--- src/rtl/cle_pkg.sv ---
package cle_pkg;

    localparam int CHAR_W = 7;
    localparam int KEY_W  = 8;

    localparam logic [KEY_W-1:0] KEY_CODE_RIGHT = 8'h3E;
    localparam logic [KEY_W-1:0] KEY_CODE_LEFT  = 8'h3C;
    localparam logic [KEY_W-1:0] KEY_CODE_BACK  = 8'h2D;
    localparam logic [KEY_W-1:0] KEY_CODE_A     = 8'h41;
    localparam logic [KEY_W-1:0] KEY_CODE_Z     = 8'h5A;

    typedef enum logic [2:0] {
        KEY_NONE,
        KEY_RIGHT,
        KEY_LEFT,
        KEY_BACK,
        KEY_INSERT
    } key_class_t;

    typedef enum logic [2:0] {
        ST_IDLE,
        ST_RIGHT_WR,
        ST_LEFT_WR,
        ST_FLUSH_RD,
        ST_FLUSH_LD,
        ST_FLUSH_OUT,
        ST_END_OUT
    } cle_state_t;

    typedef struct packed {
        logic rd_right;
        logic rd_left;
        logic wr_right;
        logic wr_left;
        logic backspace;
        logic insert;
        logic load_char;
        logic load_end;
        logic idx_inc;
        logic clear;
        logic out_valid;
        logic in_ready;
    } cle_cmd_t;

    typedef struct packed {
        key_class_t key_class;
        logic       flush;
        logic       has_left;
        logic       has_right;
        logic       idx_done;
    } cle_status_t;

    function automatic key_class_t decode_key(input logic [KEY_W-1:0] key);
        key_class_t k;
        k = KEY_NONE;
        if (key == KEY_CODE_RIGHT) begin
            k = KEY_RIGHT;
        end else if (key == KEY_CODE_LEFT) begin
            k = KEY_LEFT;
        end else if (key == KEY_CODE_BACK) begin
            k = KEY_BACK;
        end else if (key >= KEY_CODE_A && key <= KEY_CODE_Z) begin
            k = KEY_INSERT;
        end
        return k;
    endfunction

endpackage

--- src/rtl/cle_ram.sv ---
module cle_ram #(
    parameter int WIDTH = 7,
    parameter int DEPTH = 63
) (
    input  logic                               aclk,
    input  logic                               we,
    input  logic [(DEPTH > 1 ? $clog2(DEPTH) : 1)-1:0] waddr,
    input  logic [WIDTH-1:0]                   wdata,
    input  logic [(DEPTH > 1 ? $clog2(DEPTH) : 1)-1:0] raddr,
    output logic [WIDTH-1:0]                   rdata
);

    logic [WIDTH-1:0] mem_reg [DEPTH];

    always_ff @(posedge aclk) begin
        if (we) begin
            mem_reg[waddr] <= wdata;
        end
        rdata <= mem_reg[raddr];
    end

endmodule

--- src/rtl/cle_ctrl.sv ---
module cle_ctrl (
    input  logic                 aclk,
    input  logic                 aresetn,
    input  logic                 s_valid,
    input  logic                 m_ready,
    input  cle_pkg::cle_status_t st,
    output cle_pkg::cle_cmd_t    cmd
);

    cle_pkg::cle_state_t state_reg, state_next;

    always_ff @(posedge aclk) begin
        if (!aresetn) begin
            state_reg <= cle_pkg::ST_IDLE;
        end else begin
            state_reg <= state_next;
        end
    end

    always_comb begin
        state_next = state_reg;
        unique case (state_reg)
            cle_pkg::ST_IDLE: begin
                if (s_valid) begin
                    if (st.flush) begin
                        state_next = cle_pkg::ST_FLUSH_RD;
                    end else if (st.key_class == cle_pkg::KEY_RIGHT && st.has_right) begin
                        state_next = cle_pkg::ST_RIGHT_WR;
                    end else if (st.key_class == cle_pkg::KEY_LEFT && st.has_left) begin
                        state_next = cle_pkg::ST_LEFT_WR;
                    end
                end
            end
            cle_pkg::ST_RIGHT_WR: state_next = cle_pkg::ST_IDLE;
            cle_pkg::ST_LEFT_WR:  state_next = cle_pkg::ST_IDLE;
            cle_pkg::ST_FLUSH_RD: begin
                if (st.idx_done) begin
                    state_next = cle_pkg::ST_END_OUT;
                end else begin
                    state_next = cle_pkg::ST_FLUSH_LD;
                end
            end
            cle_pkg::ST_FLUSH_LD: state_next = cle_pkg::ST_FLUSH_OUT;
            cle_pkg::ST_FLUSH_OUT: begin
                if (m_ready) begin
                    state_next = cle_pkg::ST_FLUSH_RD;
                end
            end
            cle_pkg::ST_END_OUT: begin
                if (m_ready) begin
                    state_next = cle_pkg::ST_IDLE;
                end
            end
            default: state_next = cle_pkg::ST_IDLE;
        endcase
    end

    always_comb begin
        cmd = '0;
        unique case (state_reg)
            cle_pkg::ST_IDLE: begin
                cmd.in_ready = 1'b1;
                if (s_valid && !st.flush) begin
                    cmd.rd_right  = (st.key_class == cle_pkg::KEY_RIGHT) && st.has_right;
                    cmd.rd_left   = (st.key_class == cle_pkg::KEY_LEFT) && st.has_left;
                    cmd.backspace = (st.key_class == cle_pkg::KEY_BACK);
                    cmd.insert    = (st.key_class == cle_pkg::KEY_INSERT);
                end
            end
            cle_pkg::ST_RIGHT_WR: cmd.wr_right = 1'b1;
            cle_pkg::ST_LEFT_WR:  cmd.wr_left = 1'b1;
            cle_pkg::ST_FLUSH_RD: begin
                cmd.load_end = st.idx_done;
            end
            cle_pkg::ST_FLUSH_LD: cmd.load_char = 1'b1;
            cle_pkg::ST_FLUSH_OUT: begin
                cmd.out_valid = 1'b1;
                cmd.idx_inc   = m_ready;
            end
            cle_pkg::ST_END_OUT: begin
                cmd.out_valid = 1'b1;
                cmd.clear     = m_ready;
            end
            default: cmd = '0;
        endcase
    end

endmodule

--- src/rtl/cle_dp.sv ---
module cle_dp #(
    parameter int DEPTH = 63
) (
    input  logic                       aclk,
    input  logic                       aresetn,
    input  cle_pkg::cle_cmd_t          cmd,
    input  logic [cle_pkg::KEY_W-1:0]  s_key,
    input  logic                       s_flush,
    output cle_pkg::cle_status_t       st,
    output logic [cle_pkg::KEY_W-1:0]  m_out_char,
    output logic                       m_cursor_before,
    output logic                       m_end_item,
    output logic                       m_overflow_seen,
    output logic                       m_last
);

    localparam int CW = $clog2(DEPTH + 1);
    localparam int AW = (DEPTH > 1) ? $clog2(DEPTH) : 1;
    localparam logic [CW:0] DEPTH_W = (CW + 1)'(DEPTH);

    logic [CW-1:0] left_reg, left_next;
    logic [CW-1:0] right_reg, right_next;
    logic [CW-1:0] idx_reg, idx_next;
    logic          ovf_reg, ovf_next;

    logic [cle_pkg::KEY_W-1:0] char_reg;
    logic                      cur_reg, end_reg, last_reg;

    logic                       ram_we;
    logic [AW-1:0]              ram_waddr, ram_raddr;
    logic [cle_pkg::CHAR_W-1:0] ram_wdata, ram_rdata;

    logic [CW:0] total;
    logic [CW:0] flush_addr;
    logic        full;

    assign total = {1'b0, left_reg} + {1'b0, right_reg};
    assign full  = (total == DEPTH_W);

    // Right-part entries sit at DEPTH - right + (idx - left).
    assign flush_addr = (idx_reg < left_reg) ? {1'b0, idx_reg}
                      : DEPTH_W - total + {1'b0, idx_reg};

    always_comb begin
        ram_raddr = flush_addr[AW-1:0];
        if (cmd.rd_right) begin
            ram_raddr = AW'(DEPTH_W - {1'b0, right_reg});
        end else if (cmd.rd_left) begin
            ram_raddr = AW'({1'b0, left_reg} - 1'b1);
        end
    end

    always_comb begin
        ram_we    = 1'b0;
        ram_waddr = left_reg[AW-1:0];
        ram_wdata = ram_rdata;
        if (cmd.wr_right) begin
            ram_we = 1'b1;
        end else if (cmd.wr_left) begin
            ram_we    = 1'b1;
            ram_waddr = AW'(DEPTH_W - 1'b1 - {1'b0, right_reg});
        end else if (cmd.insert && !full) begin
            ram_we    = 1'b1;
            ram_wdata = s_key[cle_pkg::CHAR_W-1:0];
        end
    end

    cle_ram #(
        .WIDTH (cle_pkg::CHAR_W),
        .DEPTH (DEPTH)
    ) u_ram (
        .aclk  (aclk),
        .we    (ram_we),
        .waddr (ram_waddr),
        .wdata (ram_wdata),
        .raddr (ram_raddr),
        .rdata (ram_rdata)
    );

    always_comb begin
        left_next  = left_reg;
        right_next = right_reg;
        idx_next   = idx_reg;
        ovf_next   = ovf_reg;
        if (cmd.wr_right) begin
            left_next  = left_reg + 1'b1;
            right_next = right_reg - 1'b1;
        end
        if (cmd.wr_left) begin
            left_next  = left_reg - 1'b1;
            right_next = right_reg + 1'b1;
        end
        if (cmd.backspace && left_reg != '0) begin
            left_next = left_reg - 1'b1;
        end
        if (cmd.insert) begin
            if (full) begin
                ovf_next = 1'b1;
            end else begin
                left_next = left_reg + 1'b1;
            end
        end
        if (cmd.idx_inc) begin
            idx_next = idx_reg + 1'b1;
        end
        if (cmd.clear) begin
            left_next  = '0;
            right_next = '0;
            idx_next   = '0;
            ovf_next   = 1'b0;
        end
    end

    always_ff @(posedge aclk) begin
        if (!aresetn) begin
            left_reg  <= '0;
            right_reg <= '0;
            idx_reg   <= '0;
            ovf_reg   <= 1'b0;
        end else begin
            left_reg  <= left_next;
            right_reg <= right_next;
            idx_reg   <= idx_next;
            ovf_reg   <= ovf_next;
        end
    end

    always_ff @(posedge aclk) begin
        if (cmd.load_char) begin
            char_reg <= {1'b0, ram_rdata};
            cur_reg  <= (idx_reg == left_reg);
            end_reg  <= 1'b0;
            last_reg <= 1'b0;
        end else if (cmd.load_end) begin
            char_reg <= '0;
            cur_reg  <= (right_reg == '0);
            end_reg  <= 1'b1;
            last_reg <= 1'b1;
        end
    end

    assign st.key_class = cle_pkg::decode_key(s_key);
    assign st.flush     = s_flush;
    assign st.has_left  = (left_reg != '0);
    assign st.has_right = (right_reg != '0);
    assign st.idx_done  = ({1'b0, idx_reg} == total);

    assign m_out_char      = char_reg;
    assign m_cursor_before = cur_reg;
    assign m_end_item      = end_reg;
    assign m_overflow_seen = ovf_reg;
    assign m_last          = last_reg;

endmodule

--- src/rtl/cursor_line_editor.sv ---
// Edit keys: a move request reads the buffer, then writes it; others finish in idle.
// Flush: each character is read via the single read port of the text RAM, then loaded
// and output (output may stall), then one end item: up to DEPTH+1 results per flush request.
// Reset (aresetn low, synchronous) empties the line and clears the overflow flag;
// the text RAM itself is not cleared.
module cursor_line_editor #(
    parameter int DEPTH = 63
) (
    input  logic       aclk,
    input  logic       aresetn,
    input  logic       s_valid,
    output logic       s_ready,
    input  logic [7:0] s_key,
    input  logic       s_flush,
    output logic       m_valid,
    input  logic       m_ready,
    output logic [7:0] m_out_char,
    output logic       m_cursor_before,
    output logic       m_end_item,
    output logic       m_overflow_seen,
    output logic       m_last
);

    cle_pkg::cle_cmd_t    cmd;
    cle_pkg::cle_status_t st;

    cle_ctrl u_ctrl (
        .aclk    (aclk),
        .aresetn (aresetn),
        .s_valid (s_valid),
        .m_ready (m_ready),
        .st      (st),
        .cmd     (cmd)
    );

    cle_dp #(
        .DEPTH (DEPTH)
    ) u_dp (
        .aclk            (aclk),
        .aresetn         (aresetn),
        .cmd             (cmd),
        .s_key           (s_key),
        .s_flush         (s_flush),
        .st              (st),
        .m_out_char      (m_out_char),
        .m_cursor_before (m_cursor_before),
        .m_end_item      (m_end_item),
        .m_overflow_seen (m_overflow_seen),
        .m_last          (m_last)
    );

    assign s_ready = cmd.in_ready;
    assign m_valid = cmd.out_valid;

    a_no_overlap: assert property (@(posedge aclk) disable iff (!aresetn)
        !(s_ready && m_valid))
        else $error("input taken while a result is pending");

    a_last_is_end: assert property (@(posedge aclk) disable iff (!aresetn)
        m_valid |-> (m_last == m_end_item))
        else $error("last flag and end item disagree");

    a_cleared_after_run: assert property (@(posedge aclk) disable iff (!aresetn)
        (m_valid && m_ready && m_last) |=> (!st.has_left && !st.has_right && s_ready))
        else $error("line not cleared after read-out");

endmodule

--- config.mk ---
export PLATFORM = sky130hd
export DESIGN_NAME = cursor_line_editor
export DESIGN_NICKNAME = d
export VERILOG_FILES = /design/src/rtl/cle_pkg.sv /design/src/rtl/cle_ram.sv /design/src/rtl/cle_ctrl.sv /design/src/rtl/cle_dp.sv /design/src/rtl/cursor_line_editor.sv
export SDC_FILE = /design/constraint.sdc
export NUM_CORES = 1
export LEC_CHECK = 0
export BUFFER_PORTS_ARGS = -buffer_cell sky130_fd_sc_hd__buf_2
export CAP_MARGIN = 20
export CORE_UTILIZATION = 65
export CTS_BUF_LIST = sky130_fd_sc_hd__clkbuf_4
export CTS_CLUSTER_DIAMETER = 60
export DETAILED_ROUTE_END_ITERATION = 10
export HOLD_SLACK_MARGIN = 0.03
export PLACE_DENSITY_LB_ADDON = 0.1
export SLEW_MARGIN = 25
export SYNTH_ARGS = -nofsm -noshare
export SYNTH_HDL_FRONTEND = slang
export SYNTH_HIERARCHICAL = 1
export SYNTH_SLANG_ARGS = --single-unit
--- constraint.sdc ---
create_clock -name aclk -period 6.4 [get_ports aclk]
set_input_delay 1.92 -clock aclk [delete_from_list [all_inputs] [get_ports aclk]]
set_output_delay 1.92 -clock aclk [all_outputs]
set_load 0.05 [all_outputs]
==> impl_metrics.py, run 1 <==
metrics = {
    "route": {
        "wl_per_cell_um": 24.8,
        "routed_wl_mm": 45.3,
        "vias": 11627,
        "drc_errors": 6,
        "dr.first_iter.drc_count": 1116,
        "ant_nets": 0,
        "viasPerCell": 6.37,
        "firstDrtPassIters": 8,
    },
    "placed_design": {
        "place_hpwl_mm": 29.0,
        "gp_congestion": 0.914,
        "io_buffers": 25,
    },
    "job": {
        "cap_violations": 0,
    },
    "critical_path": {
        "path_class": "in -> reg",
        "worstSetupEndpointType": "flop",
        "reg2regPathDepth": 13,
        "r2r_slack_ps": 1700,
        "rr_startpoint": "u_dp/left_reg[0]$_SDFF_PP0_",
        "timing.rr.end": "u_dp/u_ram/rdata[0]$_DFF_P_",
        "crit_path_start_kind": "primary input",
        "crit_arrival_ps": 6000,
        "cp_max_fo": 17,
        "required_ps": 7090,
    },
    "timing": {
        "fin_hold_ws_ps": 516,
        "rsz0062_at_grt": "no",
        "fin_skew_ps": 42.6,
        "max_freq_ghz": 0.188,
        "setup_viol": 0,
        "post-route-min-period_ps": 5310,
        "layout_worst_path_cycle_share": 0.829,
        "worst_pin_slew_ps": 958,
        "max_slew_margin": 0.357,
        "report.final.slew_viol_count": 0,
        "finalSetupTns_ps": 0,
        "hold_viol_final": 0,
    },
    "layout": {
        "largest_reg_flops": 441,
        "drive_gt1_frac": 0.299,
        "nets": 1379,
        "area.growth.synth_to_final_pct": 11.9,
    },
    "global_route": {
        "grt_max_degree": 48,
        "track_usage": 0.291,
        "antenna_found_initial": 2,
        "grt_overflow": 0,
        "grt_pass1_vias": 11680,
        "grt_first_pass_wirelength_mm": 69.1,
    },
    "clocking": {
        "cts.sinks": 479,
        "cts_max_level": 3,
        "clock_latency_ps": 830,
        "ctsHoldBuffers": 0,
        "clockBufferDepth": 3,
        "clkTransAtPathRegs_ps": 70,
        "cts_root_buf": "clkbuf_4",
        "postCtsSetupBuffers": 0,
        "cts_buffers": 116,
        "cts_resized": 0,
        "cts_tree": "done",
    },
    "hold_path": {
        "whs_path_depth": 2,
        "hp-class": "reg -> reg",
        "hp-start": "u_dp/m_last$_SDFFE_PP0P_",
        "holdPathEnd": "u_dp/m_last$_SDFFE_PP0P_",
    },
    "status": {
        "outcome": "finished, violations left",
        "violations": "DRC",
    },
    "floorplan": {
        "die_y_um": 180,
        "die_area_um2": 32400,
        "die_x_um": 180,
        "coreArea_um2": 30800,
        "start_util": 0.667,
        "ios": 27,
        "std_cell_rows": 64,
    },
    "synth": {
        "yosysWarnings": 6,
        "yosys_most_used_dff": "edfxtp_1",
        "yosysSeqAreaShare": 0.685,
        "syn_area_per_cell_um2": 17.5,
        "syn_inst": 1174,
        "synth_fp_nets": 1217,
        "synth_seq_cells": 479,
        "synth-edff-count": 449,
        "async_flop_share": 0,
        "syn_area_um2": 20600,
        "ys_types": 77,
    },
    "power_and_ir_drop": {
        "power_density_nw_per_um2": 397,
        "p_leak_uw": 0.00786,
        "vdd_drop_max_mv": 0.260,
    },
}
==> routing by layer <==
metal / vias to the layer above / track usage / part of all wire
met4: 0 / 0.104 / 0.025
met2: 596 / 0.445 / 0.48
met5: - / 0 / 0
met3: 99 / 0.0719 / 0.095
li1: 5088 / - / -
met1: 5844 / 0.415 / 0.40
==> cell usage in the layout, fill, tap and decap left out, types with 6 or more instances in the layout <==
cell      Yosys  layout
nor2b_1      15      15
nand2b_1      8       8
o211a_1       6       6
mux2_2       16      16
dfxtp_1      30      30
clkinv_2      0       6
and2_1       10      10
o21ai_0      31      24
nor3_1       14      14
buf_4         7      75
xnor2_1      21      21
clkbuf_4      0     158
mux4_1       11      11
xor2_1        6       6
mux2i_1      23      22
inv_1        27      27
mux4_2      109     109
nand4_1       7       7
edfxtp_1    449     449
a211o_1       7       7
nand2_1      42      42
ha_1         27      27
clkinv_1      1      40
a32oi_1       6       6
o21ai_1       5       9
a31oi_1       6       6
buf_12        0       6
a21oi_1      25      25
nor2_1      106     106
nand3_1      16      16
buf_2        14      25
==> critical path, stage by stage <==
cell	delay (ps)
buf_2	120
or4_1	510
o22ai_1	160
nor4b_1	120
nand4bb_1	290
nor2_1	210
clkinv_1	290
o21ai_4	350
buf_4	380
mux4_1	620
mux4_2	520
a32oi_1	350
o21ai_1	140
==> cells by family (layout without fill, tap and decap cells) <==
logic type	after synthesis	count (layout)	share of synthesized area
DFF	479	479	0.685
and+or+nand+nor	257	257	0.0629
muxes	160	160	0.154
AOI/OAI and AO/OA	130	130	0.0448
buffers and inverters	90	342	0.0225
adders and majority gates	30	30	0.0193
xor gates and xnor gates	27	27	0.0115
other	1	5	0.000182
==> power by group <==
part | switching (µW) | internal (µW)
logic | 1650 | 1140
registers | 67.4 | 3910
clock network | 1180 | 1190
==> per-stage QoR <==
stage | area (µm²) | std cells | util | setup WS, ps | total power [µW]
after global placement | 21600 | 1614 | 0.700 | 327 | 6780
after CTS | 23000 | 1822 | 0.746 | 1160 | 9190
after floorplan | 20600 | 1174 | - | 905 | 5920
after global routing | 23000 | 1826 | 0.746 | 1030 | 9520
final | 23000 | 1826 | 0.746 | 1090 | 9130
after detailed placement | 21600 | 1614 | 0.700 | 270 | 6830
==> how the worst max path moves through the flow <==
stage / from / end / slack (ps) / cells after the start
detailed placement: s_key[3] / u_dp/u_ram/rdata[0]$_DFF_P_ / 270 / 13
floorplan: s_key[3] / u_dp/u_ram/rdata[6]$_DFF_P_ / 910 / 14
global placement: s_key[3] / u_dp/u_ram/rdata[0]$_DFF_P_ / 330 / 13
global route: s_key[3] / u_dp/u_ram/rdata[0]$_DFF_P_ / 1030 / 13
finish: s_key[3] / u_dp/u_ram/rdata[0]$_DFF_P_ / 1090 / 13
CTS: s_key[3] / u_dp/u_ram/rdata[4]$_DFF_P_ / 1160 / 13
==> synthesized netlist by cell type (all sizes together) (16+ instances only) <==
library cell / n / area, µm²
ha: 27 / 338
mux4: 120 / 2740
clkbuf: 29 / 119
a21oi: 25 / 125
edfxtp: 449 / 13500
buf: 33 / 239
o21ai: 36 / 180
nand3: 16 / 80.1
nand2: 43 / 164
nor2: 106 / 398
mux2i: 23 / 230
dfxtp: 30 / 601
xnor2: 21 / 184
inv: 27 / 101
mux2: 17 / 191
==> layout make-up <==
type	count	area [µm²]
flip-flops and latches	479	14100
fillers	1896	7830
multi-input cells	605	6080
clock buffers	158	1190
repair buffers	106	808
well taps	396	495
clock inverters	50	235
inverters	28	105
diodes	4	10.0
(Power assumes the default switching activity.)
==> run 2, diff against run 1 <==
--- a/config.mk
+++ b/config.mk
@@ -7,7 +7,7 @@
 export LEC_CHECK = 0
 export BUFFER_PORTS_ARGS = -buffer_cell sky130_fd_sc_hd__buf_2
 export CAP_MARGIN = 20
-export CORE_UTILIZATION = 65
+export CORE_UTILIZATION = 59
 export CTS_BUF_LIST = sky130_fd_sc_hd__clkbuf_4
 export CTS_CLUSTER_DIAMETER = 60
 export DETAILED_ROUTE_END_ITERATION = 10
==> constraint.sdc (replaced) <==
create_clock -name aclk -period 4.5 [get_ports aclk]
set_input_delay 1.35 -clock aclk [delete_from_list [all_inputs] [get_ports aclk]]
set_output_delay 1.35 -clock aclk [all_outputs]
set_load 0.05 [all_outputs]
==> impl_metrics.py, run 2 (same netlist as run 1, synthesis figures left out) <==
metrics = {
    "critical_path": {
        "r2r_slack_ps": 370,
        "required_ps": 5170,
        "path_class": "in -> reg",
        "rr_startpoint": "u_dp/left_reg[1]$_SDFF_PP0_",
        "reg2regPathDepth": 14,
        "timing.rr.end": "u_dp/u_ram/rdata[0]$_DFF_P_",
        "crit_arrival_ps": 4980,
        "cpPeakStageDelay_ps": 630,
        "cp_slowest_cell": "mux4_1",
        "path_cells": "buf_2 > or4_1 > o22ai_1 > nor4b_2 > nand4bb_4 > nor2_4 > clkinv_2 > o21ai_4 > buf_12 > mux4_1 > mux4_2 > nor2b_1 > a211oi_2 > a211oi_1",
        "cp_max_fo": 21,
        "worstSetupEndpointType": "flop",
        "path_buf_inv": 3,
        "crit_path_start_kind": "primary input",
        "cp_top_family": "simple AND/OR/NAND/NOR gates",
    },
    "clocking": {
        "cts_max_level": 3,
        "clkTransAtPathRegs_ps": 70,
        "cts_root_buf": "clkbuf_4",
        "cts_buffers": 118,
        "clock_latency_ps": 800,
        "cts_resized": 0,
        "cts.sinks": 479,
        "postCtsSetupBuffers": 0,
        "cts_tree": "done",
        "clockBufferDepth": 3,
        "ctsHoldBuffers": 0,
    },
    "route": {
        "ant_nets": 0,
        "drc_errors": 0,
        "vias": 11834,
        "firstDrtPassIters": 5,
        "dr.first_iter.drc_count": 1197,
        "routed_wl_mm": 46.8,
        "viasPerCell": 5.93,
        "wl_per_cell_um": 23.5,
    },
    "layout": {
        "final_area_um2": 24000,
        "layout_commonest_cell": "edfxtp_1",
        "largest_reg_flops": 441,
        "nets": 1483,
        "final_cell_mix": "edfxtp_1, buf_4, clkbuf_4",
        "area.growth.synth_to_final_pct": 16.8,
        "nFillCells": 2280,
        "drive_gt1_frac": 0.350,
        "final_cells": 1994,
    },
    "timing": {
        "worst_pin_slew_ps": 837,
        "layout_worst_path_cycle_share": 0.957,
        "worst_slack_ps": 193,
        "finalSetupTns_ps": 0,
        "rsz0062_at_grt": "no",
        "setup_viol": 0,
        "fin_hold_ws_ps": 508,
        "fin_skew_ps": 51.5,
        "max_slew_margin": 0.438,
        "max_freq_ghz": 0.232,
        "report.final.slew_viol_count": 0,
        "hold_viol_final": 0,
        "post-route-min-period_ps": 4310,
    },
    "global_route": {
        "grt_overflow": 0,
        "grt_pass1_vias": 12011,
        "track_usage": 0.273,
        "antenna_found_initial": 1,
        "grt_first_pass_wirelength_mm": 71.0,
        "grt_max_degree": 64,
    },
    "placed_design": {
        "gp_congestion": 0.883,
        "place_hpwl_mm": 31.1,
        "io_buffers": 25,
        "place_area_um2": 22600,
        "dp.cells": 1775,
        "place_worst_setup_slack_ps": -561,
    },
    "power_and_ir_drop": {
        "p_leak_uw": 0.00843,
        "clkPwrFrac": 0.251,
        "swShare": 0.315,
        "p_int_uw": 9330,
        "vdd_drop_max_mv": 0.463,
        "pwr-share-seq": 0.413,
        "power_density_nw_per_um2": 567,
        "power_frac_comb": 0.336,
        "p_switching_uw": 4300,
    },
    "hold_path": {
        "hp-class": "reg -> reg",
        "hp-start": "u_dp/m_overflow_seen$_SDFFE_PP0P_",
        "holdPathEnd": "u_dp/m_overflow_seen$_SDFFE_PP0P_",
        "whs_path_depth": 2,
    },
    "floorplan": {
        "die_y_um": 189,
        "ios": 27,
        "std_cell_rows": 68,
        "die_area_um2": 35600,
        "start_util": 0.597,
        "coreArea_um2": 34500,
        "die_x_um": 189,
    },
    "job": {
        "cap_violations": 0,
    },
    "status": {
        "outcome": "completed",
    },
}
## run 2: cell count changes in the layout (fill, tap and decap cells not counted), sizes merged
cell    delta
clkinv     +7
inv        +1
clkbuf     +2
diode      -3
buf      +102
## run 2: cell type report
| type | instances | area (µm²) | share of cell area |
|---|---|---|---|
| sequential | 479 | 14100 | 0.586 |
| multi-input combinational | 605 | 6110 | 0.254 |
| timing repair buffer | 208 | 1690 | 0.0702 |
| clock buffer | 160 | 1200 | 0.0500 |
| tap | 455 | 569 | 0.0237 |
| clock inverter | 58 | 260 | 0.0108 |
| inverter | 28 | 106 | 0.00443 |
| antenna | 1 | 2.50 | 0.000104 |
## run 2: per-layer routing
layer  vias up  track usage  wire (µm)
met5         -            0          0
met4         0        0.111       1210
met3        83       0.0607       3510
met2       482        0.422      22300
met1      5966        0.381      19800
li1       5303            -          -
## run 2: power by group through the flow
| stage | clock network [µW] | registers, µW | logic [µW] |
|---|---|---|---|
| final | 3420 | 5620 | 4580 |
| after global routing | 3740 | 5630 | 4840 |
| after CTS | 3510 | 5620 | 4600 |
| after detailed placement | 0 | 5720 | 4590 |
| after global placement | 0 | 5720 | 4520 |
| after floorplan | 0 | 5700 | 2740 |
## run 2: worst reg2reg max path, cell delays in order (launching register included)
cell and delay, ps:
dfxtp_1 590, inv_1 230, ha_1 360, a21oi_1 70, o221ai_1 200, mux2_2 380
o211ai_1 260, o21ai_4 180, buf_4 210, buf_12 160, mux4_2 450, mux4_2 490
mux2i_1 250, buf_4 160, o21ai_1 40
## run 2: worst max-delay path by stage
| stage | from | endpoint | slack, ps | cells after the start |
|---|---|---|---|---|
| finish | s_key[3] | u_dp/u_ram/rdata[3]$_DFF_P_ | 190 | 14 |
| global route | s_key[3] | u_dp/u_ram/rdata[6]$_DFF_P_ | 60 | 13 |
| CTS | s_key[3] | u_dp/u_ram/rdata[6]$_DFF_P_ | 300 | 13 |
| global placement | s_key[3] | u_dp/u_ram/rdata[0]$_DFF_P_ | -560 | 15 |
| floorplan | s_key[3] | u_dp/u_ram/rdata[5]$_DFF_P_ | -7 | 14 |
| detailed placement | s_key[3] | u_dp/u_ram/rdata[3]$_DFF_P_ | -560 | 14 |
## run 2: through the flow
| stage | power (µW) | utilization |
|---|---|---|
| 2_1_floorplan | 8440 | - |
| 3_3_place_gp | 10200 | 0.655 |
| 3_5_place_dp | 10300 | 0.655 |
| 4_1_cts | 13700 | 0.697 |
| 5_1_grt | 14200 | 0.697 |
| 6_report | 13600 | 0.697 |
==> run 3, diff against run 2 <==
--- a/config.mk
+++ b/config.mk
@@ -13,6 +13,8 @@
 export DETAILED_ROUTE_END_ITERATION = 10
 export HOLD_SLACK_MARGIN = 0.03
 export PLACE_DENSITY_LB_ADDON = 0.1
+export RECOVER_POWER = 50
+export SKIP_CTS_REPAIR_TIMING = 1
 export SLEW_MARGIN = 25
 export SYNTH_ARGS = -nofsm -noshare
 export SYNTH_HDL_FRONTEND = slang
==> impl_metrics.py, run 3 (same netlist as run 1, synthesis figures left out) <==
metrics = {
    "status": {
        "outcome": "completed",
    },
    "critical_path": {
        "reg2regPathDepth": 11,
        "required_ps": 4970,
        "cp_max_fo": 9,
        "cpPeakStageDelay_ps": 740,
        "cp_slowest_cell": "a2111oi_0",
        "path_cells": "ha_1 > a211o_1 > a2111oi_0 > nor3_4 > o31ai_1 > nand2_1 > clkbuf_1 > nand3_1 > clkbuf_1 > nor2_1 > clkbuf_1",
        "crit_arrival_ps": 4840,
        "timing.rr.end": "u_dp/u_ram/mem_reg[50][3]$_DFFE_PP_",
        "crit_path_start": "u_dp/left_reg[1]$_SDFF_PP0_",
        "path_class": "reg -> reg",
        "cp_common_cell": "clkbuf_1",
        "worstSetupEndpointType": "flop",
        "r2r_slack_ps": 130,
        "crit_path_start_kind": "flop",
        "rr_startpoint": "u_dp/left_reg[1]$_SDFF_PP0_",
    },
    "timing": {
        "layout_worst_path_cycle_share": 0.971,
        "max_freq_ghz": 0.229,
        "worst_pin_slew_ps": 828,
        "setup_viol": 0,
        "max_slew_margin": 0.434,
        "report.final.slew_viol_count": 0,
        "fin_skew_ps": 57.3,
        "rsz0062_at_grt": "no",
        "hold_viol_final": 0,
        "post-route-min-period_ps": 4370,
    },
    "route": {
        "wl_per_cell_um": 23.6,
        "drc_errors": 0,
        "vias": 11889,
        "ant_nets": 0,
        "viasPerCell": 5.96,
        "dr.first_iter.drc_count": 1181,
        "routed_wl_mm": 47.1,
        "firstDrtPassIters": 5,
    },
    "hold_path": {
        "hp-class": "reg -> reg",
        "whs_path_depth": 2,
        "hp-start": "u_dp/m_overflow_seen$_SDFFE_PP0P_",
        "holdPathEnd": "u_dp/m_overflow_seen$_SDFFE_PP0P_",
    },
    "job": {
        "cap_violations": 0,
    },
    "clocking": {
        "cts_buffers": 118,
        "cts_root_buf": "clkbuf_4",
        "clock_latency_ps": 810,
        "cts_tree": "done",
        "cts.sinks": 479,
        "clkTransAtPathRegs_ps": 70,
        "cts_max_level": 3,
        "clockBufferDepth": 3,
    },
    "power_and_ir_drop": {
        "vdd_drop_max_mv": 0.464,
        "power_frac_comb": 0.331,
        "pwr-share-seq": 0.417,
        "swShare": 0.317,
        "power_density_nw_per_um2": 568,
        "p_switching_uw": 4290,
        "total_power_uw": 13500,
        "p_int_uw": 9250,
        "clkPwrFrac": 0.252,
        "p_leak_uw": 0.00832,
    },
    "layout": {
        "layout_commonest_cell": "edfxtp_1",
        "seq_area_um2": 14100,
        "area.growth.synth_to_final_pct": 16.0,
        "final_area_um2": 23900,
        "nets": 1483,
        "drive_gt1_frac": 0.330,
        "multi_input_area_um2": 6060,
        "nFillCells": 2312,
        "final_cell_mix": "edfxtp_1, clkbuf_4, buf_4",
        "largest_reg_flops": 441,
    },
    "floorplan": {
        "start_util": 0.597,
        "die_area_um2": 35600,
        "coreArea_um2": 34500,
        "die_x_um": 189,
        "die_y_um": 189,
        "std_cell_rows": 68,
        "ios": 27,
    },
    "global_route": {
        "antenna_found_initial": 1,
        "track_usage": 0.273,
        "grt_first_pass_wirelength_mm": 71.0,
        "grt_overflow": 0,
        "grt_max_degree": 64,
        "grt_pass1_vias": 12011,
    },
    "placed_design": {
        "gp_congestion": 0.883,
        "io_buffers": 25,
        "place_hpwl_mm": 31.1,
        "place_area_um2": 22600,
    },
}
[run 3: cell count changes in the layout (fill, tap and decap cells not counted), sizes merged]
| cell | previous run | this run |
|---|---|---|
| buf | 208 | 177 |
| diode | 1 | 3 |
| clkbuf | 160 | 191 |
[run 3: critical path, delay by kind of cell, from the launching register on]
kind            cells  cell delay, ps
compound gates      3            1640
buf+inv             3             910
flops               1             590
simple gates        4             570
fa+ha+maj           1             310
[run 3: routing by layer]
metal  vias up  wire, µm  GRT usage  part of all wire
met5         -         0          0                 0
met2       493     22400      0.422              0.48
met1      5999     19800      0.381              0.42
li1       5306         -          -                 -
met3        91      3430     0.0607             0.073
met4         0      1340      0.111             0.028
[run 3: area by class of cell]
type                            instances  share of cell area
Inverter                               28             0.00446
Multi-Input combinational cell        605               0.254
Clock buffer                          160              0.0504
Tap cell                              455              0.0239
Sequential cell                       479               0.590
Timing Repair Buffer                  208              0.0656
Clock inverter                         58              0.0109
Antenna cell                            3            0.000315
[run 3: stage by stage]
step / setup slack (ps) / hold WS [ps] / util / setup TNS (ps) / std cells
final: 129 / 513 / 0.692 / 0 / 1996
after global placement: -560 / 467 / 0.655 / -3550 / 1775
after CTS: 296 / 510 / 0.697 / 0 / 1993
after floorplan: -6.76 / 500 / - / -27.6 / 1174
after global routing: 63.2 / 548 / 0.692 / 0 / 1994
after detailed placement: -561 / 492 / 0.655 / -3600 / 1775
[run 3: worst max-delay path by stage]
stage,end
after floorplan,u_dp/u_ram/rdata[5]$_DFF_P_
after global placement,u_dp/u_ram/rdata[0]$_DFF_P_
after detailed placement,u_dp/u_ram/rdata[3]$_DFF_P_
after CTS,u_dp/u_ram/rdata[6]$_DFF_P_
after global routing,u_dp/u_ram/rdata[6]$_DFF_P_
final,u_dp/u_ram/mem_reg[50][3]$_DFFE_PP_
[run 3: power by group through the flow]
stage,registers [µW],clock network [µW],logic (µW)
floorplan,5700,0,2740
global placement,5720,0,4520
detailed placement,5720,0,4590
CTS,5620,3510,4600
global route,5650,3740,4720
finish,5650,3410,4480
